`src/assert_macros.svh`:
```
// ---------------------------------------------------------------------------
// assert_macros.svh
// Assertion macros shared by the RTL; empty when SYNTHESIS is defined.
// ---------------------------------------------------------------------------
`ifndef ASSERT_MACROS_SVH
`define ASSERT_MACROS_SVH

`ifndef SYNTHESIS
// same-cycle implication
`define TPIP_ASSERT_IMPLY(label, clk, rst, cond, prop) \
   label: assert property (@(posedge clk) disable iff (rst) (cond) |-> (prop)) \
      else $error("assertion failed");
// next-cycle implication
`define TPIP_ASSERT_NEXT(label, clk, rst, cond, prop) \
   label: assert property (@(posedge clk) disable iff (rst) (cond) |=> (prop)) \
      else $error("assertion failed");
`else
`define TPIP_ASSERT_IMPLY(label, clk, rst, cond, prop)
`define TPIP_ASSERT_NEXT(label, clk, rst, cond, prop)
`endif

`endif

```
`src/tpip_pkg.sv`:
```
// ---------------------------------------------------------------------------
// tpip_pkg
// Types and constants of the transformed point-in-polygon block.
// ---------------------------------------------------------------------------
package tpip_pkg;

   localparam int QUEUE_DEPTH = 2;

   typedef enum logic {
      CMD_LOAD = 1'b0,
      CMD_TEST = 1'b1
   } cmd_type;

   typedef enum logic [2:0] {
      REG_VERTEX_COUNT = 3'd0,
      REG_SCALE_X      = 3'd1,
      REG_SCALE_Y      = 3'd2,
      REG_COS_ANGLE    = 3'd3,
      REG_SIN_ANGLE    = 3'd4,
      REG_OFFSET_X     = 3'd5,
      REG_OFFSET_Y     = 3'd6
   } reg_index_type;

   typedef enum logic [1:0] {
      ST_IDLE,
      ST_RUN,
      ST_DRAIN
   } state_type;

   // classified item as it waits between front and back
   typedef struct packed {
      logic               is_test;
      logic               in_range;
      logic [5:0]         vertex_index;
      logic signed [15:0] vertex_x;
      logic signed [15:0] vertex_y;
      logic signed [31:0] point_x;
      logic signed [31:0] point_y;
   } entry_type;

   typedef struct packed {
      logic [6:0]         vertex_count;
      logic signed [31:0] scale_x;
      logic signed [31:0] scale_y;
      logic signed [15:0] cos_angle;
      logic signed [15:0] sin_angle;
      logic signed [31:0] offset_x;
      logic signed [31:0] offset_y;
   } cfg_type;

endpackage

```
`src/tpip_queue.sv`:
```
// ---------------------------------------------------------------------------
// tpip_queue
// Short queue that decouples the front from the back.
// ---------------------------------------------------------------------------
module tpip_queue (
   input  logic                 clock,
   input  logic                 reset,
   input  logic                 push,
   input  tpip_pkg::entry_type  push_entry,
   output logic                 in_ready,
   input  logic                 pop,
   output logic                 out_valid,
   output tpip_pkg::entry_type  head
);

   localparam int PW = $clog2(tpip_pkg::QUEUE_DEPTH);
   localparam int CW = $clog2(tpip_pkg::QUEUE_DEPTH + 1);

   tpip_pkg::entry_type slot_ff [tpip_pkg::QUEUE_DEPTH];
   logic [PW-1:0] wr_ptr_ff, wr_ptr_in, rd_ptr_ff, rd_ptr_in;
   logic [CW-1:0] count_ff, count_in;

   assign in_ready  = (count_ff != CW'(tpip_pkg::QUEUE_DEPTH));
   assign out_valid = (count_ff != '0);
   assign head      = slot_ff[rd_ptr_ff];

   // advance pointers and count
   always_comb begin
      wr_ptr_in = wr_ptr_ff;
      rd_ptr_in = rd_ptr_ff;
      count_in  = count_ff;
      if (push) begin
         wr_ptr_in = (32'(wr_ptr_ff) == tpip_pkg::QUEUE_DEPTH - 1) ? '0 : wr_ptr_ff + 1'b1;
      end
      if (pop) begin
         rd_ptr_in = (32'(rd_ptr_ff) == tpip_pkg::QUEUE_DEPTH - 1) ? '0 : rd_ptr_ff + 1'b1;
      end
      if (push && !pop) begin
         count_in = count_ff + 1'b1;
      end else if (pop && !push) begin
         count_in = count_ff - 1'b1;
      end
   end

   always_ff @(posedge clock) begin
      if (reset) begin
         wr_ptr_ff <= '0;
         rd_ptr_ff <= '0;
         count_ff  <= '0;
      end else begin
         wr_ptr_ff <= wr_ptr_in;
         rd_ptr_ff <= rd_ptr_in;
         count_ff  <= count_in;
      end
   end

   // store entry
   always_ff @(posedge clock) begin
      if (push) begin
         slot_ff[wr_ptr_ff] <= push_entry;
      end
   end

endmodule

```
`config.mk`:
```
export PLATFORM = sky130hd
export DESIGN_NAME = tpip_queue
export DESIGN_NICKNAME = d
export VERILOG_FILES = /design/src/assert_macros.svh /design/src/tpip_pkg.sv /design/src/tpip_queue.sv
export SDC_FILE = /design/constraint.sdc
export NUM_CORES = 1
export LEC_CHECK = 0
export BUFFER_PORTS_ARGS = -buffer_cell sky130_fd_sc_hd__buf_2
export CAP_MARGIN = 10
export CELL_PAD_IN_SITES_DETAIL_PLACEMENT = 1
export CELL_PAD_IN_SITES_GLOBAL_PLACEMENT = 1
export CORE_MARGIN = 2
export CORE_UTILIZATION = 48
export DETAILED_ROUTE_END_ITERATION = 8
export HOLD_SLACK_MARGIN = 0.08
export PLACE_DENSITY = 0.83
export SLEW_MARGIN = 25
export SYNTH_ARGS = -nofsm -noshare
export SYNTH_HDL_FRONTEND = slang
export SYNTH_SLANG_ARGS = --single-unit
```
`constraint.sdc`:
```
create_clock -name clock -period 12.8 [get_ports clock]
set_input_delay 1.92 -clock clock [delete_from_list [all_inputs] [get_ports clock]]
set_output_delay 1.92 -clock clock [all_outputs]
set_load 0.005 [all_outputs]
```
# Word level (Yosys, flattened, before mapping)

Memories as Yosys holds them, arrays and structs flattened. A register that Yosys moved wholly into a read port is not among the register bits.
Index checks and enable logic that the tools add are counted.

Flip-flop bits (word level): 4
Memory bits (writable): 208
Word-level logic and storage cells: 23
Memories kept: 1

$add $sub $neg: 4
Equality and inequality tests: 1
Mux-type cells: 8
Reduce and logical (&&, ||, !) cells: 6

Memories:

| memory  | words | bits a word | rd ports | clocked after memory_dff | wr ports | line             | text |
|---|---|---|---|---|---|---|---|
| slot_ff | 2     | 104         | 1        | 1                        | 1        | tpip_queue.sv:19 | `tpip_pkg::entry_type slot_ff [tpip_pkg::QUEUE_DEPTH];` |

Operators by type and width:

| kind                                             | count |
|---|---|
| two-way mux 1 bit                                | 6 |
| two-way mux 2 bit                                | 2 |
| nonzero test 2 bit                               | 2 |
| adder 1 bit, second input constant               | 2 |
| adder 2 x 1 -> 2 bit, second input constant      | 1 |
| logical AND 1 bit                                | 2 |
| zero test 1 bit                                  | 2 |
| != test 2 bit, second input constant             | 1 |
| subtractor 2 x 1 -> 2 bit, second input constant | 1 |

# Longest topological paths before layout

Depth in word-level cells: 4
Gate-level depth with buffers: 5
Depth with buffers taken out: 5

# Least setup slack after synthesis

No wires, ideal clock.

Path type: input to register
Start point: in push
End point: mem slot_ff[0][0] (netlist name) (enable)
Setup time: 580 ps
Data arrival time: 6443 ps
Required time: 12220 ps
Slack: 5777 ps
Stages on the path: 1
Buffers on the path: 0
Cell sequence: nor2b_1

Word-level cells in the longest chain between the ends: 2

Ends and longest elaborated chain:

| what                                    | line             | text |
|---|---|---|
| from (decl)                             | tpip_queue.sv:8  | `input logic push,` |
| two-way mux 1 bit                       | tpip_queue.sv:59 | `if (push) begin` |
| two-way mux 1 bit (not written as such) | tpip_queue.sv:60 | `slot_ff[wr_ptr_ff] <= push_entry;` |
| to (decl)                               | tpip_queue.sv:19 |  |

No other way between the ends.

==> flow_summary.json <==
{
  "whs_path_depth": 2,
  "htreeDepth": 1,
  "clk_latency_ns": 0.49,
  "syn_area_per_cell_um2": 23.0,
  "synth_area_leaders": "edfxtp_1 78%, mux2_4 11%, mux2_2 6.2%, dfxtp_1 1.3%, buf_6 0.99%",
  "grt_pass1_vias": 4405,
  "die_area_mm2": 0.0176,
  "synth_cells": 346,
  "max_cap_violations": 0,
  "die_w_um": 133,
  "finalNetCount": 684,
  "fin_setup_tns_ns": 0,
  "grt_overflow_total": 0,
  "clk_transition_reported_paths_ns": 0.06,
  "final_common_cell": "buf_2",
  "clock_skew_ns": 0.0103,
  "ys_seq_elements": 213,
  "layout.cells.non_filler": 813,
  "route.detailed.drc": 0,
  "end_kind": "output port",
  "routabilityCongestion": 0.724,
  "track_usage_pct": 18.4,
  "slew_headroom_pct": 35.3,
  "grt_pass1_wl_um": 24900,
  "grt_antenna_before_repair": 5,
  "n_fill_cell": 1485,
  "reg2reg_depth": 3,
  "cts_resized": 0,
  "hpwl_um": 11200,
  "die_y_um": 133,
  "area_growth_pct": 24.6,
  "slew_violations": 0,
  "leakage_nw": 3.85,
  "status": "finished, final reports clean",
  "worst_pin_slew_ns": 0.970,
  "hold_viol": 0,
  "viasPerCell": 4.95,
  "power.density_mw_per_mm2": 159,
  "postCtsHoldBufs": 0,
  "min_path_type": "reg -> reg",
  "synth_top_area_share_pct": 78.4,
  "ys.warnings.count": 0,
  "path_class": "reg -> out",
  "drt_first_pass_iters": 4,
  "grt_max_degree": 63,
  "row_count": 47,
  "rsz0062_at_grt": "no",
  "drtIter0Drc": 199,
  "cp-start-kind": "flop",
  "postCtsSetupBuffers": 0,
  "wirelength_um": 16600,
  "syn_nets": 455,
  "num_io_pins": 214,
  "dr_total_vias": 4023,
  "cp_data_arrival_time_ns": 2.81,
  "layout-drive-gt1-share_pct": 59.4,
  "setup_viol": 0,
  "cts-root-buf": "clkbuf_16",
  "max_freq_mhz": 211,
  "ir_worst_vdd_mv": 0.109,
  "totalPowerFinal_mw": 1.58,
  "core_area_mm2": 0.0164,
  "dp_cells": 771,
  "crit_required_ns": 10.88,
  "tritoncts": "done",
  "synth_largest_area_cell": "edfxtp_1",
  "min_period_over_period_pct": 37.0,
  "layout_common_cells": "213 x buf_2, 208 x edfxtp_1, 60 x mux2_4, 44 x mux2_2, 23 x clkbuf_16",
  "synth_area_mm2": 0.00796,
  "finalCriticalPeriod_ns": 4.73,
  "io_buffer_count": 213,
  "cts.sinks": 213,
  "clockBufferDepth": 3,
  "ys_seq_area_share_pct": 79.7,
  "yosysUniqueCellTypes": 19,
  "crit_fanout": 62,
  "wl_per_cell_um": 20.4,
  "cts_made_buffers": 22,
  "initial_core_util_pct": 48.5,
  "ant_nets": 0
}
## kinds of logic after synthesis
group           count (synthesis)  share of synthesized area (%)
mux                           104                           17.5
buf+inv                        13                           1.48
fa+ha+maj                       1                          0.157
compound gates                  2                          0.126
xor+xnor                        4                          0.440
simple gates                    9                          0.581
flops                         213                           79.7
## worst max-delay path, cell delays in order, from the launching register on
cell	delay, ns
dfxtp_4	0.84
buf_4	0.84
mux2_2	0.42
buf_2	0.13
## synthesized netlist by cell type
library cell	number
inv_1	1
buf_2	4
nor2_1	4
nand2b_1	1
mux2_4	60
buf_8	1
o21ai_0	1
buf_6	7
or3_1	1
edfxtp_1	208
dfxtp_1	5
a21oi_1	1
xor2_1	2
and2_1	1
ha_1	1
or2_2	1
xnor2_1	2
mux2_2	44
nor2b_1	1
## layout make-up
class,count,area [µm²],area share [%]
timing repair buffer,217,1120,11.2
multi-input combinational,120,1510,15.2
clock buffer,35,641,6.45
antenna,2,5.00,0.0504
inverter,1,3.75,0.0378
clock inverter,5,23.8,0.240
sequential,213,6350,64.0
tap,220,275,2.77
## layer usage
layer,vias to the layer above,wire length (µm),GRT usage (%),share of wire [%]
li1,1830,-,-,-
met1,1987,6530,21.6,39
met2,167,8580,33.5,52
met3,33,1170,4.87,7.0
met4,6,320,4.90,1.9
met5,-,30,0,0.18
## state kept, by name, indices dropped and copies added, names as in the netlist, named ones only
register   flops
rd_ptr_ff      1
count_ff       2
wr_ptr_ff      1
slot_ff      208
## through the flow
stage          util [%]  setup slack, ns  area [µm²]  hold slack (ns)
6_report           60.5             8.07        9920            0.529
3_5_place_dp       56.4             8.52        9260            0.503
3_3_place_gp       56.2             8.52        9230            0.478
5_1_grt            60.5             7.89        9920            0.558
2_1_floorplan         -             5.78        7960            0.461
4_1_cts            60.5             7.99        9920            0.537
## path summary, 6_finish.rpt
path	start	end	slack, ns
max	flop	head[89]	8.07
min	count_ff[1]	count_ff[1]	0.53
max reg2reg	wr_ptr_ff	slot_ff[0][7]	10.50
min reg2reg	count_ff[1]	count_ff[1]	0.53
## power by group
part | switching (mW) | total, mW | leakage, nW | internal (mW)
logic | 0.0735 | 0.163 | 1.54 | 0.0895
clock network | 0.243 | 0.585 | 0.320 | 0.342
registers | 0.0194 | 0.834 | 1.99 | 0.815
total | 0.336 | 1.58 | 3.85 | 1.25
Power figures use the tool's default switching activity.
